--- src/rtl/assert_macros.svh ---
// assertion macros shared by the queue rtl
`ifndef ASSERT_MACROS_SVH
`define ASSERT_MACROS_SVH

// property must hold at every clock edge outside reset
`define AST_HOLD(lbl, clk, rst_n, prop) \
	lbl: assert property (@(posedge clk) disable iff (!rst_n) prop) \
		else $error("assertion failed");

// condition must never be seen outside reset
`define AST_NEVER(lbl, clk, rst_n, cond) \
	lbl: assert property (@(posedge clk) disable iff (!rst_n) !(cond)) \
		else $error("forbidden condition seen");

`endif

--- src/rtl/plq_pkg.sv ---
// types, constants and helpers of the priority landing queue
package plq_pkg;

	localparam int unsigned QUEUE_DEPTH_DEF = 16;

	localparam int unsigned PRIO_W      = 2;
	localparam int unsigned STAMP_W     = 16;
	localparam int unsigned TICK_W      = 16;
	localparam int unsigned INTERVAL_W  = 8;
	localparam int unsigned COUNT_W     = 16;
	localparam int unsigned SUM_W       = 32;
	localparam int unsigned AVG_W       = 16;
	localparam int unsigned LEVEL_W     = 5;
	localparam int unsigned DIV_W       = 16;
	localparam int unsigned DIV_CNT_W   = $clog2(DIV_W);
	localparam int unsigned CFG_INDEX_W = 2;
	localparam int unsigned CFG_DATA_W  = 16;

	localparam logic [PRIO_W-1:0] PRIO_MAX = PRIO_W'(2);

	localparam logic [CFG_INDEX_W-1:0] CFG_LANDING_INTERVAL = CFG_INDEX_W'(0);
	localparam logic [CFG_INDEX_W-1:0] CFG_RUN_LENGTH       = CFG_INDEX_W'(1);

	localparam logic [INTERVAL_W-1:0] INTERVAL_RST   = INTERVAL_W'(1);
	localparam logic [TICK_W-1:0]     RUN_LENGTH_RST = '1;

	typedef struct packed {
		logic [PRIO_W-1:0]  prio;
		logic [STAMP_W-1:0] stamp;
	} slot_t;

	typedef enum logic [1:0] {
		CELL_HOLD,
		CELL_INSERT,
		CELL_POP
	} cell_op_t;

	typedef struct packed {
		cell_op_t op;
		slot_t    slot;
	} cell_cmd_t;

	typedef struct packed {
		logic              arrival;
		logic [PRIO_W-1:0] priority_req;
	} in_word_t;

	typedef struct packed {
		logic               landed;
		logic [PRIO_W-1:0]  landed_priority;
		logic [TICK_W-1:0]  wait_time;
		logic               empty_slot;
		logic               dropped;
		logic               run_over;
		logic [COUNT_W-1:0] landed_count;
		logic [AVG_W-1:0]   average_wait;
		logic [LEVEL_W-1:0] queue_level;
	} out_word_t;

	typedef struct packed {
		logic [CFG_INDEX_W-1:0] index;
		logic [CFG_DATA_W-1:0]  data;
	} cfg_word_t;

	typedef struct packed {
		logic             start;
		logic [DIV_W-1:0] hi;
		logic [DIV_W-1:0] lo;
		logic [DIV_W-1:0] divisor;
	} div_req_t;

	typedef struct packed {
		logic             done;
		logic [DIV_W-1:0] quotient;
		logic [DIV_W-1:0] remainder;
	} div_rsp_t;

	typedef enum logic [2:0] {
		ST_IDLE,
		ST_INSERT,
		ST_MOD,
		ST_POP,
		ST_AVG,
		ST_DIV,
		ST_OUT
	} state_t;

	// priority three behaves as the top priority
	function automatic logic [PRIO_W-1:0] clamp_prio(input logic [PRIO_W-1:0] p);
		return (p > PRIO_MAX) ? PRIO_MAX : p;
	endfunction

endpackage

--- src/rtl/plq_cell.sv ---
// one queue cell: holds a slot, shifts right on insert and left on pop
module plq_cell (
	input  logic              clk,
	input  plq_pkg::cell_cmd_t cmd,
	input  logic              occupied,
	input  logic              left_ge,
	input  plq_pkg::slot_t    left_slot,
	input  plq_pkg::slot_t    right_slot,
	output logic              ge,
	output plq_pkg::slot_t    slot
);
	import plq_pkg::*;

	slot_t slot_q;

	// entry stays ahead of an arrival of equal or lower priority
	assign ge   = occupied && (slot_q.prio >= cmd.slot.prio);
	assign slot = slot_q;

	always_ff @(posedge clk) begin
		case (cmd.op)
			CELL_INSERT: begin
				if (!ge) begin
					slot_q <= left_ge ? cmd.slot : left_slot;
				end
			end
			CELL_POP: begin
				slot_q <= right_slot;
			end
			default: begin
				slot_q <= slot_q;
			end
		endcase
	end

endmodule

--- config.mk ---
export PLATFORM = sky130hd
export DESIGN_NAME = plq_cell
export DESIGN_NICKNAME = d
export VERILOG_FILES = /design/src/rtl/assert_macros.svh /design/src/rtl/plq_pkg.sv /design/src/rtl/plq_cell.sv
export SDC_FILE = /design/constraint.sdc
export NUM_CORES = 1
export LEC_CHECK = 0
export ABC_CLOCK_PERIOD_IN_PS = 2300
export BUFFER_PORTS_ARGS = -buffer_cell sky130_fd_sc_hd__buf_4
export CAP_MARGIN = 20
export CELL_PAD_IN_SITES_DETAIL_PLACEMENT = 1
export CELL_PAD_IN_SITES_GLOBAL_PLACEMENT = 1
export CORE_UTILIZATION = 28
export DETAILED_ROUTE_END_ITERATION = 10
export PLACE_DENSITY_LB_ADDON = 0.1
export SLEW_MARGIN = 20
export SYNTH_ARGS = -nofsm -noshare
export SYNTH_HDL_FRONTEND = slang
export SYNTH_SLANG_ARGS = --single-unit
export TNS_END_PERCENT = 50
--- constraint.sdc ---
create_clock -name clk -period 2.3 [get_ports clk]
set_input_delay 0.23 -clock clk [delete_from_list [all_inputs] [get_ports clk]]
set_output_delay 0.23 -clock clk [all_outputs]
set_load 0.1 [all_outputs]
==> results of run 1 <==
cell usage after synthesis, drive strengths merged:
library cell	instances	share of area, %
nand2	18	6.6
a21oi	1	0.49
edfxtp	18	53
nor3	1	0.49
o21ai	18	8.8
or3	1	0.61
buf	6	5.0
ha	2	2.4
mux2i	18	18
nor2b	2	2.0
inv	3	1.1
a2111oi	1	0.85
nand2b	1	1.3
power by group through the flow:
stage	Clock (W)	Sequential, W	Combinational [W]
3_3_place_gp	0	0.000421	0.000474
2_1_floorplan	0	0.000654	0.000108
6_report	0.000162	0.000414	0.000477
3_5_place_dp	0	0.000423	0.000482
4_1_cts	0.000172	0.000415	0.000483
5_1_grt	0.000186	0.000418	0.000500
metrics by stage:
step                TNS (ps)  setup WS (ps)
global route               0          287.0
CTS                        0          366.4
finish                     0          399.6
detailed placement         0          514.7
floorplan             -714.9         -39.72
global placement           0          568.3
area by class of cell:
type,count,area [um^2],area share [%]
well taps,46,57.56,3.438
inverters,3,11.26,0.6726
repair buffers,78,585.6,34.98
clock inverters,1,3.754,0.2242
multi-input cells,63,452.9,27.06
flip-flops and latches,18,540.5,32.29
clock buffers,3,22.52,1.345
cell families (layout without fill, tap and decap cells):
kind of cell,Yosys count,in the layout,share of synthesized area (%)
mux,18,18,17.58
buf+inv,9,85,6.105
fa+ha+maj,2,2,2.442
compound gates,20,20,10.13
simple gates,23,23,10.99
flops,18,18,52.75
path summary, 6_finish.rpt:
check	slack [ps]	depth (start not counted)	to
setup / recovery	400	6	ge
hold / removal	210	3	slot[7]
hold reg to reg	1320	3	slot[9]
setup reg to reg	530	5	slot[2]
worst max-delay path, cell delays in order, from the launching register on:
cell and delay [ps]:
edfxtp_1 400, inv_1 70, ha_1 230, nand2b_4 160, a21oi_1 240, nor2b_4 50
buf_4 230
layout by cell type (no fill, tap or decap), types with 2 or more instances in the layout:
cell type | Yosys | final
nand2_1 | 18 | 18
edfxtp_1 | 18 | 18
nor2b_4 | 1 | 2
mux2i_1 | 18 | 18
buf_4 | 1 | 78
clkbuf_4 | 0 | 3
inv_1 | 3 | 3
o21ai_1 | 10 | 10
ha_1 | 2 | 2
o21ai_0 | 8 | 8
layer usage:
metal  track usage (%)  part of all wire (%)  routed length, um  vias up
met4             3.488                  0.44                 12        0
met2             27.04                    52               1413       46
li1                  -                     -                  -      474
met1             14.76                    37               1013      447
met5                 0                     0                  0        -
met3             4.380                   9.7                263        2
==> impl_metrics.json, run 1 <==
{
  "combPwrFrac_pct": 45.3,
  "cts_buffer_depth": 2,
  "relSlewSlack_pct": 74.96,
  "avgSynthCellArea_um2": 11.39,
  "total_power_w": 0.001053,
  "power.switching_w": 0.0004401,
  "final_nets": 228,
  "post_cts_resized": 0,
  "dp.cells": 208,
  "ir_drop_mv": 0.2199,
  "p_per_area_mw_per_mm2": 629.2,
  "fp.dieArea_mm2": 0.003906,
  "max_freq_ghz": 0.5262,
  "startpoint": "slot[16]",
  "clockRootBuffer": "clkbuf_4",
  "p_clk_share_pct": 15.4,
  "viasPerCell": 4.571,
  "finish.utilization_pct": 49.01,
  "grt_max_degree": 21,
  "setup_viol": 0,
  "first_global_vias": 995,
  "wl_per_cell_um": 12.75,
  "first_pass_iters": 4,
  "holdCritPathClass": "in2reg",
  "grt_pass1_wl_um": 4395,
  "timing.rr.start": "slot[16]",
  "fp.dieW_um": 62.50,
  "nFillCells": 387,
  "routed_wl_um": 2703,
  "end_kind": "primary output",
  "crit_type": "reg2out",
  "whs_ps": 212.4,
  "drcViolationCount": 0,
  "place_congestion": 0.7303,
  "grt.total_usage_pct": 14.14,
  "clock-sinks": 18,
  "diodes": 0,
  "h-tree-depth": 1,
  "ant_nets": 0,
  "core-area_mm2": 0.003416,
  "ys_seq_area_share_pct": 52.75,
  "hold_violations": 0,
  "port-buffer-count": 77,
  "die_y_um": 62.50,
  "ys_types": 17,
  "layout.cells.non_filler": 212,
  "postLayoutCellArea_mm2": 0.001674,
  "clk_latency_ps": 290,
  "crit_arrival_ps": 1670,
  "slew_viol_final": 0,
  "synth_area_mm2": 0.001025,
  "overflow": 0,
  "rsz0062_at_grt": "no",
  "num_rows": 21,
  "antenna_found_initial": 0,
  "cp-start-kind": "flop",
  "syn-num-nets": 151,
  "outcome": "finished, final reports clean",
  "clock-skew-final_ps": 4.199,
  "layout-drive-gt1-share_pct": 51.81,
  "switching_share_pct": 41.78,
  "dr.first_iter.drc_count": 31,
  "syn_to_final_growth_pct": 63.37,
  "path_clk_slew_ps": 110,
  "holdCritStartpoint": "right_slot[7]",
  "netlist_instances": 90,
  "holdBufCountCts": 0,
  "cts_buffers": 3,
  "start_util_pct": 30.00,
  "cts_tree": "built",
  "p_int_w": 0.0006133,
  "max_slew.worst_pin.slew_ps": 374.9,
  "finalCritPeriodShare_pct": 82.63,
  "pin_count": 78,
  "ys_ff_latch": 18,
  "fin_crit_ps": 1900,
  "dr_total_vias": 969,
  "post_cts_buffers": 0,
  "path_max_fanout": 2,
  "p_seq_share_pct": 39.3,
  "yosysWarnings": 0,
  "postPlaceCellArea_mm2": 0.001648,
  "crit_required_ps": 2070,
  "cellLeakagePower_nw": 0.7817,
  "largest_register_ffs": 18,
  "maxCapViolCount": 0
}
No activity file was read; power rests on OpenSTA's default activity.
==> run 2: changes to the inputs <==
Settings changed: ABC_CLOCK_PERIOD_IN_PS 2300 to 1600, CORE_UTILIZATION 28 to 25.
Clock period 2.3 ns to 1.6 ns, I/O delays scaled along.
==> run 2 against run 1 <==
The flow now finishes with violations (setup timing). Utilization fell by 3.5 points. Register-to-register slack worse by 690 ps. Clock power increased by 93%. Setup slack worse by 560 ps. Hold slack got worse by 24 ps. Critical path type is now reg2reg. Critical endpoint is now slot[15]. Largest cell class unchanged. Highest routed layer unchanged.
==> impl_metrics.json, run 2 (synthesized netlist as in run 1, its figures left out) <==
{
  "outcome": "complete, but fails checks",
  "violations": "setup timing",
  "timing.final.ws_setup_ps": -161.4,
  "clk_latency_ps": 240,
  "path_clk_slew_ps": 70,
  "cts_buffers": 3,
  "slew_viol_final": 0,
  "syn_to_final_growth_pct": 68.74,
  "fp.dieArea_mm2": 0.004359,
  "cts_buffer_depth": 2,
  "crit_chain": "ha_1 > a2111oi_4 > or3_4",
  "grt_pass1_wl_um": 4388,
  "holdCritPathClass": "in2reg",
  "pin_count": 78,
  "routed_wl_um": 2789,
  "grt_max_degree": 37,
  "wl_per_cell_um": 12.85,
  "clockRootBuffer": "clkbuf_8",
  "largest_register_ffs": 18,
  "layout-drive-gt1-share_pct": 53.25,
  "holdBufCountCts": 0,
  "maxCapViolCount": 0,
  "core-area_mm2": 0.003799,
  "critPathSlowestCell": "a2111oi_4",
  "drcViolationCount": 0,
  "first_pass_iters": 2,
  "die_y_um": 66.02,
  "finish.utilization_pct": 45.52,
  "antenna_found_initial": 0,
  "clock-skew-final_ps": 0.8014,
  "num_rows": 22,
  "p_per_area_mw_per_mm2": 932.2,
  "fin_tns_setup_ps": -2686,
  "cts_tree": "built",
  "max_freq_ghz": 0.5677,
  "place_congestion": 0.7179,
  "path_max_fanout": 9,
  "ant_nets": 0,
  "start_util_pct": 26.98,
  "fin_crit_ps": 1761,
  "crit_arrival_ps": 1720,
  "h-tree-depth": 1,
  "total_power_w": 0.001612,
  "final_common_cell": "buf_4",
  "mostFrequentLayoutCells": "78 x buf_4, 18 x mux2i_1, 18 x nand2_1, 18 x edfxtp_1, 10 x o21ai_1",
  "crit_type": "reg2reg",
  "max_slew.worst_pin.slew_ps": 364.8,
  "port-buffer-count": 77,
  "first_global_vias": 964,
  "grt.total_usage_pct": 13.52,
  "overflow": 0,
  "end_kind": "flop",
  "rsz0062_at_grt": "yes",
  "crit_required_ps": 1550,
  "diodes": 0,
  "place_ws_ps": -179.5,
  "viasPerCell": 4.498,
  "final_nets": 231,
  "fp.dieW_um": 66.02,
  "dr_total_vias": 976,
  "cellLeakagePower_nw": 0.8034,
  "dr.first_iter.drc_count": 10,
  "hpwl_um": 2126,
  "setup_viol": 19,
  "hold_violations": 0,
  "clock-sinks": 18,
  "ir_drop_mv": 0.2986,
  "finalCritPeriodShare_pct": 110.1,
  "critPathMaxStageDelay_ps": 430,
  "cp-start-kind": "flop",
  "relSlewSlack_pct": 75.49
}
[run 2: layout make-up]
class | instances | area, um^2
fillers | 440 | 2069
inverters | 3 | 11.26
clock inverters | 1 | 3.754
clock buffers | 3 | 41.29
multi-input cells | 65 | 475.5
flip-flops and latches | 18 | 540.5
repair buffers | 79 | 596.8
well taps | 48 | 60.06
[run 2: power by group]
| group | switching [W] | internal (W) | total (W) |
|---|---|---|---|
| logic | 0.000484 | 0.000220 | 0.000704 |
| registers | 0.0000132 | 0.000583 | 0.000596 |
| clock network | 0.000142 | 0.000170 | 0.000312 |
[run 2: metrics by stage]
stage	std cells	hold slack, ps	cell area (um^2)
6_report	217	188.3	1729
5_1_grt	217	188.0	1729
4_1_cts	217	188.2	1729
3_5_place_dp	210	445.4	1650
3_3_place_gp	210	441.1	1650
2_1_floorplan	90	347.1	1056
[run 2: layer usage]
| layer | wire (um) | global-route usage (%) | share of wire (%) |
|---|---|---|---|
| met1 | 1075 | 14.26 | 39 |
| met4 | 27 | 4.787 | 0.97 |
| met3 | 265 | 4.310 | 9.5 |
| met5 | 0 | 0 | 0 |
| met2 | 1421 | 24.87 | 51 |
[run 2: worst paths after layout]
kind                                startpoint  endpoint  slack [ps]  depth (start not counted)
worst max register to register        slot[17]  slot[15]        -160                          3
worst min-delay path            right_slot[17]  slot[17]         190                          3
worst min register to register        slot[17]   slot[4]        1270                          3
worst max-delay path                  slot[17]  slot[15]        -160                          3
[run 2: timing repair]
action                                  in CTS  in global routing
pin swaps                                    1                  1
buffers inserted                             1                  0
endpoints found under the setup margin      19                 19
gates cloned                                 2                  0
resized for setup                            3                  0
[run 2: worst max-delay path, delay by kind of cell, from the launching register on]
family,cells,cell delay [ps]
and+or+nand+nor,1,270
adders and majority gates,1,360
AOI/OAI and AO/OA,1,430
DFF,1,400
