## src/rtl/assert_macros.svh

```systemverilog
// assertion macros shared by the queue rtl
`ifndef ASSERT_MACROS_SVH
`define ASSERT_MACROS_SVH

// property must hold at every clock edge outside reset
`define AST_HOLD(lbl, clk, rst_n, prop) \
	lbl: assert property (@(posedge clk) disable iff (!rst_n) prop) \
		else $error("assertion failed");

// condition must never be seen outside reset
`define AST_NEVER(lbl, clk, rst_n, cond) \
	lbl: assert property (@(posedge clk) disable iff (!rst_n) !(cond)) \
		else $error("forbidden condition seen");

`endif

```

## src/rtl/plq_pkg.sv

```systemverilog
// types, constants and helpers of the priority landing queue
package plq_pkg;

	localparam int unsigned QUEUE_DEPTH_DEF = 16;

	localparam int unsigned PRIO_W      = 2;
	localparam int unsigned STAMP_W     = 16;
	localparam int unsigned TICK_W      = 16;
	localparam int unsigned INTERVAL_W  = 8;
	localparam int unsigned COUNT_W     = 16;
	localparam int unsigned SUM_W       = 32;
	localparam int unsigned AVG_W       = 16;
	localparam int unsigned LEVEL_W     = 5;
	localparam int unsigned DIV_W       = 16;
	localparam int unsigned DIV_CNT_W   = $clog2(DIV_W);
	localparam int unsigned CFG_INDEX_W = 2;
	localparam int unsigned CFG_DATA_W  = 16;

	localparam logic [PRIO_W-1:0] PRIO_MAX = PRIO_W'(2);

	localparam logic [CFG_INDEX_W-1:0] CFG_LANDING_INTERVAL = CFG_INDEX_W'(0);
	localparam logic [CFG_INDEX_W-1:0] CFG_RUN_LENGTH       = CFG_INDEX_W'(1);

	localparam logic [INTERVAL_W-1:0] INTERVAL_RST   = INTERVAL_W'(1);
	localparam logic [TICK_W-1:0]     RUN_LENGTH_RST = '1;

	typedef struct packed {
		logic [PRIO_W-1:0]  prio;
		logic [STAMP_W-1:0] stamp;
	} slot_t;

	typedef enum logic [1:0] {
		CELL_HOLD,
		CELL_INSERT,
		CELL_POP
	} cell_op_t;

	typedef struct packed {
		cell_op_t op;
		slot_t    slot;
	} cell_cmd_t;

	typedef struct packed {
		logic              arrival;
		logic [PRIO_W-1:0] priority_req;
	} in_word_t;

	typedef struct packed {
		logic               landed;
		logic [PRIO_W-1:0]  landed_priority;
		logic [TICK_W-1:0]  wait_time;
		logic               empty_slot;
		logic               dropped;
		logic               run_over;
		logic [COUNT_W-1:0] landed_count;
		logic [AVG_W-1:0]   average_wait;
		logic [LEVEL_W-1:0] queue_level;
	} out_word_t;

	typedef struct packed {
		logic [CFG_INDEX_W-1:0] index;
		logic [CFG_DATA_W-1:0]  data;
	} cfg_word_t;

	typedef struct packed {
		logic             start;
		logic [DIV_W-1:0] hi;
		logic [DIV_W-1:0] lo;
		logic [DIV_W-1:0] divisor;
	} div_req_t;

	typedef struct packed {
		logic             done;
		logic [DIV_W-1:0] quotient;
		logic [DIV_W-1:0] remainder;
	} div_rsp_t;

	typedef enum logic [2:0] {
		ST_IDLE,
		ST_INSERT,
		ST_MOD,
		ST_POP,
		ST_AVG,
		ST_DIV,
		ST_OUT
	} state_t;

	// priority three behaves as the top priority
	function automatic logic [PRIO_W-1:0] clamp_prio(input logic [PRIO_W-1:0] p);
		return (p > PRIO_MAX) ? PRIO_MAX : p;
	endfunction

endpackage

```

## src/rtl/plq_div.sv

```systemverilog
// restoring divider, one quotient bit per cycle, high half below divisor
`include "assert_macros.svh"

module plq_div (
	input  logic              clk,
	input  logic              arst_n,
	input  plq_pkg::div_req_t req,
	output plq_pkg::div_rsp_t rsp
);
	import plq_pkg::*;

	logic                 busy_q;
	logic                 done_q;
	logic [DIV_CNT_W-1:0] cnt_q;
	logic [DIV_W-1:0]     rem_q;
	logic [DIV_W-1:0]     quo_q;
	logic [DIV_W-1:0]     dvs_q;

	logic [DIV_W:0] trial;
	logic [DIV_W:0] diff;
	logic           fits;

	assign trial = {rem_q, quo_q[DIV_W-1]};
	assign diff  = trial - {1'b0, dvs_q};
	assign fits  = trial >= {1'b0, dvs_q};

	always_ff @(posedge clk or negedge arst_n) begin
		if (!arst_n) begin
			busy_q <= 1'b0;
			done_q <= 1'b0;
			cnt_q  <= '0;
		end else begin
			done_q <= 1'b0;
			if (req.start) begin
				busy_q <= 1'b1;
				cnt_q  <= '0;
			end else if (busy_q) begin
				cnt_q <= cnt_q + DIV_CNT_W'(1);
				if (cnt_q == DIV_CNT_W'(DIV_W - 1)) begin
					busy_q <= 1'b0;
					done_q <= 1'b1;
				end
			end
		end
	end

	always_ff @(posedge clk) begin
		if (req.start) begin
			rem_q <= req.hi;
			quo_q <= req.lo;
			dvs_q <= req.divisor;
		end else if (busy_q) begin
			rem_q <= fits ? diff[DIV_W-1:0] : trial[DIV_W-1:0];
			quo_q <= {quo_q[DIV_W-2:0], fits};
		end
	end

	assign rsp.done      = done_q;
	assign rsp.quotient  = quo_q;
	assign rsp.remainder = rem_q;

	`AST_NEVER(a_div_no_restart, clk, arst_n, req.start && busy_q)
	`AST_HOLD(a_div_done_after_busy, clk, arst_n, done_q |-> $past(busy_q))
	`AST_HOLD(a_div_start_runs, clk, arst_n, req.start |=> busy_q)

endmodule

```

## config.mk

```make
export PLATFORM = sky130hd
export DESIGN_NAME = plq_div
export DESIGN_NICKNAME = d
export VERILOG_FILES = /design/src/rtl/plq_pkg.sv /design/src/rtl/plq_div.sv
export VERILOG_INCLUDE_DIRS = /design/src /design/src/rtl
export SDC_FILE = /design/constraint.sdc
export NUM_CORES = 1
export LEC_CHECK = 0
export BUFFER_PORTS_ARGS = -buffer_cell sky130_fd_sc_hd__buf_4
export CAP_MARGIN = 0
export CORE_UTILIZATION = 30
export DETAILED_ROUTE_END_ITERATION = 8
export GPL_TIMING_DRIVEN = 1
export SLEW_MARGIN = 10
export SYNTH_ARGS = -nofsm -noshare
export SYNTH_HDL_FRONTEND = slang
export SYNTH_SLANG_ARGS = --single-unit
```

## constraint.sdc

```tcl
create_clock -name clk -period 4.7 [get_ports clk]
set_clock_uncertainty 0.1 [all_clocks]
set_input_delay 0.47 -clock clk [delete_from_list [all_inputs] [get_ports clk]]
set_output_delay 0.47 -clock clk [all_outputs]
set_load 0.005 [all_outputs]
```

==> flow_metrics.tcl, run 1 <==
set metrics [dict create \
    outcome "complete, no violations" \
    rsz0062_at_grt "false" \
    hold_viol 0 \
    wire_per_inst_um 15.4 \
    fin_tns_setup_ps 0 \
    drt_first_iter_violations 168 \
    tritoncts "done" \
    p_total_mw 2.21 \
    drt_wl_total_mm 7.84 \
    synth.area.top_cells "edfxtp_1 44%, ha_1 6.5%, mux2_2 5.1%, dfrtp_1 4.6%, inv_1 2.7%" \
    synthTopCellsByCount "48 x edfxtp_1, 24 x inv_1, 23 x nor2_1, 17 x ha_1, 15 x mux2_2" \
    timing.hold.ws_ps 221 \
    async_flop_share_pct 11.1 \
    syn_inst 298 \
    final_cells 510 \
    die_h_um 107 \
    hp-class "input port to register" \
    start_util_pct 31.4 \
    via_per_inst 4.94 \
    synth_top_area_share_pct 43.9 \
    synth_compound_area_share_pct 17.0 \
    dp_worst_setup_slack_ps 1480 \
    dp.cells 501 \
    fillers 1073 \
    fp.coreArea_um2 10500 \
    io_buffers 83 \
    setup-violations-final 0 \
    period_needed_ps 3220 \
    clk_latency_ps 320 \
    antenna_left 0 \
    synth_seq_cells 54 \
    track_usage_pct 14.4 \
    yosys.area_share.adder_pct 7.08 \
    synth_edf_count 48 \
    yosysMostFrequentCell "edfxtp_1" \
    relSlewSlack_pct 31.0 \
    first_pass_iters 4 \
    finalNetCount 442 \
    cts-buffers-inserted 5 \
    stdcell_area_um2 4070 \
    clock-root-buffer "clkbuf_8" \
    syn_nets 367 \
    ir_worst_vdd_mv 0.174 \
    clock-sinks 54 \
    postLayoutCoreUtil_pct 38.9 \
    synth_top_family_by_area "compound AO/OA/AOI/OAI gates" \
    grt_pass1_vias 2611 \
    gp_routability_congestion 0.822 \
    syn_avg_cell_area_um2 11.0 \
    io_pins 84 \
    area_growth_pct 23.9 \
    start_kind "register" \
    diodes 0 \
    drive_above_1_share_pct 31.0 \
    overflow 0 \
    drc_errors 0 \
    synth_top_area_cell "edfxtp_1" \
    grt_max_degree 50 \
    vias 2520 \
    synth.area.mux_share_pct 5.44 \
    path_clk_slew_ps 110 \
    synth-simple-area-share_pct 12.6 \
    arrival_ps 3200 \
    fin_ws_ps 1480 \
    p_per_area_nw_per_um2 544 \
    ys.flop_type "edfxtp_1" \
    path_max_fanout 15 \
    dp_hpwl_mm 5.58 \
    die_x_um 107 \
    synth.distinct_cells 58 \
    p_leak_nw 1.75 \
    synthXorXnorAreaFrac_pct 3.20 \
    grt_pass1_wl_mm 12.9 \
    die-area_um2 11400 \
    seq_area_frac_synth_pct 48.4 \
    worst-endpoint-required_ps 4680 \
    critPathKind "register to register" \
    maxCapViolCount 0 \
    max_freq_mhz 310 \
    worstMarginPinSlew_ps 1040 \
    cts_buffer_depth 2 \
    yosysWarnings 0 \
    htreeDepth 2 \
    worstSetupEndpointType "register" \
    rows 37 \
    slew_viol_final 0 \
    synthesis.area_um2 3290 \
    place_area_um2 3980 \
    antenna_found_initial 0 \
    timing.final.crit_share_pct 68.6 \
]
-- where the power goes --
part           internal (mW)  switching, mW  leakage (nW)
Sequential             0.661         0.0835         0.570
Combinational          0.541          0.655          1.14
Clock                  0.107          0.167        0.0456
Total                   1.31          0.905          1.75
-- state kept, by name, summed over array words and instances, names as in the netlist --
name	count
dvs_q	16
quo_q	16
rem_q	16
cnt_q	4
busy_q	1
done_q	1
-- critical path, stage by stage, from the launching register on --
cell       delay [ps]
edfxtp_1          440
ha_1              420
a21o_1            200
a211oi_2          270
nand2_1           150
a2111oi_4         900
nor3_2            140
a221o_1           370
-- cells by family after synthesis --
group / Yosys count
AO/OA/AOI/OAI: 77
XOR/XNOR: 12
adder cells (fa/ha/maj): 18
buffers and inverters: 42
flip-flops: 54
multiplexers: 16
AND/OR/NAND/NOR: 79
-- worst paths after layout --
check / start / endpoint / slack, ps / cells past startpoint
max in group asynchronous: arst_n / cnt_q[2]$_DFFE_PN0P_ / 4000 / 2
worst max-delay path: rem_q[13]$_DFFE_PP_ / rem_q[14]$_DFFE_PP_ / 1480 / 7
worst min-delay path: req[13] / dvs_q[13]$_DFFE_PP_ / 220 / 1
min in group asynchronous: arst_n / cnt_q[3]$_DFFE_PN0P_ / 390 / 2
worst max register to register: rem_q[13]$_DFFE_PP_ / rem_q[14]$_DFFE_PP_ / 1480 / 7
worst min register to register: cnt_q[3]$_DFFE_PN0P_ / cnt_q[3]$_DFFE_PN0P_ / 460 / 2
-- repair_timing --
item	CTS	global route
hold buffers	1	0
buffers inserted	0	0
gates resized for setup	0	0
hold endpoints to repair	6	0
-- final cells by class --
class	count	area (um2)	area share (%)
clock buffer	6	72.6	1.78
tap	136	170	4.18
inverter	25	93.8	2.30
multi-input combinational	202	1490	36.6
timing repair buffer	85	641	15.7
sequential	54	1590	39.1
clock inverter	2	13.8	0.338
-- layer usage --
layer | vias to the layer above | wire, um | global-route usage (%)
met1 | 1176 | 3670 | 19.1
met3 | 6 | 493 | 3.40
met5 | - | 0 | 0
li1 | 1267 | - | -
met2 | 71 | 3570 | 23.5
met4 | 0 | 104 | 4.11
-- cells in the final DEF, fill, tap and decap left out, types with 10 or more instances in the layout --
cell type  instances
nand3_1           14
buf_4             84
a21oi_1           13
edfxtp_1          48
mux2_2            15
nor2_1            23
nand2_1           14
ha_1              17
a31oi_1           10
inv_1             24
(Power assumes the default switching activity.)
==> run 2, diff against run 1 <==
clock period = 2.8 ns   (was 4.7 ns; I/O delays follow)
==> run 2 against run 1 <==
Against the previous run:
- worst hold slack worse by 190 ps
- sequential share of layout area shrank 2.1 points
- design area grew 5.6%
- critical path depth up 1
- critical endpoint is now rem_q[13]$_DFFE_PP_
- register-to-register slack worse by 1300 ps
- count of clock-buffer cells in the layout decreased by 1
- routed wire length grew 5.6%
- critical path type unchanged
- worst setup slack worse by 1300 ps
==> flow_metrics.tcl, run 2 (same netlist as run 1, synthesis figures left out) <==
set metrics [dict create \
    antenna_found_initial 0 \
    stdcell_area_um2 4300 \
    arrival_ps 2630 \
    first_pass_iters 4 \
    clock-sinks 54 \
    relSlewSlack_pct 66.5 \
    overflow 0 \
    io_buffers 83 \
    p_leak_nw 1.88 \
    timing.final.crit_share_pct 94.8 \
    use_met3_pct 2.98 \
    drt_first_iter_violations 128 \
    tritoncts "done" \
    die-area_um2 11400 \
    hold_depth 1 \
    p_per_area_nw_per_um2 959 \
    critPathKind "register to register" \
    die_h_um 107 \
    register_area_um2 1590 \
    clock-root-buffer "clkbuf_8" \
    clk_latency_ps 320 \
    r2r_slack_ps 140 \
    wire_per_inst_um 15.5 \
    worstMarginPinSlew_ps 502 \
    timing.hold.ws_ps 30.8 \
    rows 37 \
    fin_tns_setup_ps 0 \
    period_needed_ps 2660 \
    cts-buffers-inserted 5 \
    start_util_pct 31.4 \
    path_max_fanout 8 \
    postLayoutCoreUtil_pct 41.1 \
    die_x_um 107 \
    hp-class "input port to register" \
    rsz0062_at_grt "false" \
    grt_pass1_vias 2680 \
    max_freq_mhz 377 \
    hold_viol 0 \
    dp_hpwl_mm 6.10 \
    ir_worst_vdd_mv 0.365 \
    final_cell_mix "107 x buf_4, 48 x edfxtp_1, 24 x inv_1" \
    met1_usage_pct 19.9 \
    place_area_um2 4130 \
    gp_routability_congestion 0.839 \
    outcome "complete, no violations" \
    via_per_inst 5.00 \
    drt_wl_total_mm 8.28 \
    diodes 0 \
    htreeDepth 2 \
    maxCapViolCount 0 \
    top_regs "dvs_q x16, quo_q x16, rem_q x16" \
    drive_above_1_share_pct 36.8 \
    regToRegStartpoint "rem_q[8]$_DFFE_PP_" \
    finalNetCount 465 \
    antenna_left 0 \
    path_clk_slew_ps 120 \
    fillers 1077 \
    cts_buffer_depth 2 \
    worstSetupEndpointType "register" \
    grt_max_degree 38 \
    vias 2667 \
    rr_worst_depth 8 \
    r2r_end "rem_q[13]$_DFFE_PP_" \
    fp.coreArea_um2 10500 \
    min_to "dvs_q[15]$_DFFE_PP_" \
    slew_viol_final 0 \
    setup-violations-final 0 \
    grt_busiest_layer "met2" \
    io_pins 84 \
    track_usage_pct 14.8 \
    area_growth_pct 30.9 \
    multiInputGateArea_um2 1520 \
    drc_errors 0 \
    gr-usage-met2_pct 24.8 \
    grt_pass1_wl_mm 13.4 \
    final_common_cell "buf_4" \
    start_kind "register" \
    hp-start "req[15]" \
    worst-endpoint-required_ps 2780 \
]
[run 2: changes by cell type in the layout (fill, tap and decap cells not counted), sizes merged]
cell / delta
bufinv: +1
buf: +23
clkbuf: -1
[run 2: worst max path at each step]
stage / cells after the start / start / endpoint / slack (ps)
2_1_floorplan: 9 / quo_q[15]$_DFFE_PP_ / rem_q[12]$_DFFE_PP_ / 230
6_report: 8 / rem_q[8]$_DFFE_PP_ / rem_q[13]$_DFFE_PP_ / 140
4_1_cts: 10 / quo_q[15]$_DFFE_PP_ / rem_q[12]$_DFFE_PP_ / 50
3_3_place_gp: 9 / quo_q[15]$_DFFE_PP_ / rem_q[12]$_DFFE_PP_ / 120
5_1_grt: 10 / quo_q[15]$_DFFE_PP_ / rem_q[12]$_DFFE_PP_ / 4
3_5_place_dp: 9 / quo_q[15]$_DFFE_PP_ / rem_q[14]$_DFFE_PP_ / 50
[run 2: where the power goes]
group / switching, mW / leakage (nW) / internal (mW)
logic: 1.20 / 1.25 / 1.11
clock network: 0.297 / 0.0587 / 0.272
registers: 0.136 / 0.570 / 1.11
[run 2: area by class of cell]
class	instances	area share [%]
multi-input combinational	202	35.3
sequential	54	37.0
timing repair buffer	108	18.9
clock buffer	5	1.60
clock inverter	3	1.11
inverter	25	2.18
tap	136	3.96
[run 2: critical path: stages, from the launching register on]
cell       delay [ps]
edfxtp_1          460
ha_1              340
nand4_1           150
or2_4             290
nor2_1            260
a2111oi_4         150
buf_4             200
o211a_1           220
a221o_1           260
[run 2: repair_timing]
action | in CTS | in global routing
setup buffers | 1 | 2
hold buffers | 1 | 0
pin swaps | 1 | 3
endpoints found under the hold margin | 6 | 0
gates cloned | 0 | 0
endpoints found under the setup margin | 1 | 7
gates resized for setup | 0 | 6
[run 2: per-stage QoR]
stage	total power, mW	instances	setup WS [ps]
floorplan	2.68	298	234
global placement	3.47	521	124
detailed placement	3.49	521	53.9
CTS	4.08	531	50.5
global route	4.42	533	4.37
finish	4.13	533	144
[run 2: metal layers]
metal | wire [um] | part of all wire, %
met4 | 51 | 0.62
met3 | 422 | 5.1
met2 | 3930 | 48
met5 | 0 | 0
met1 | 3870 | 47
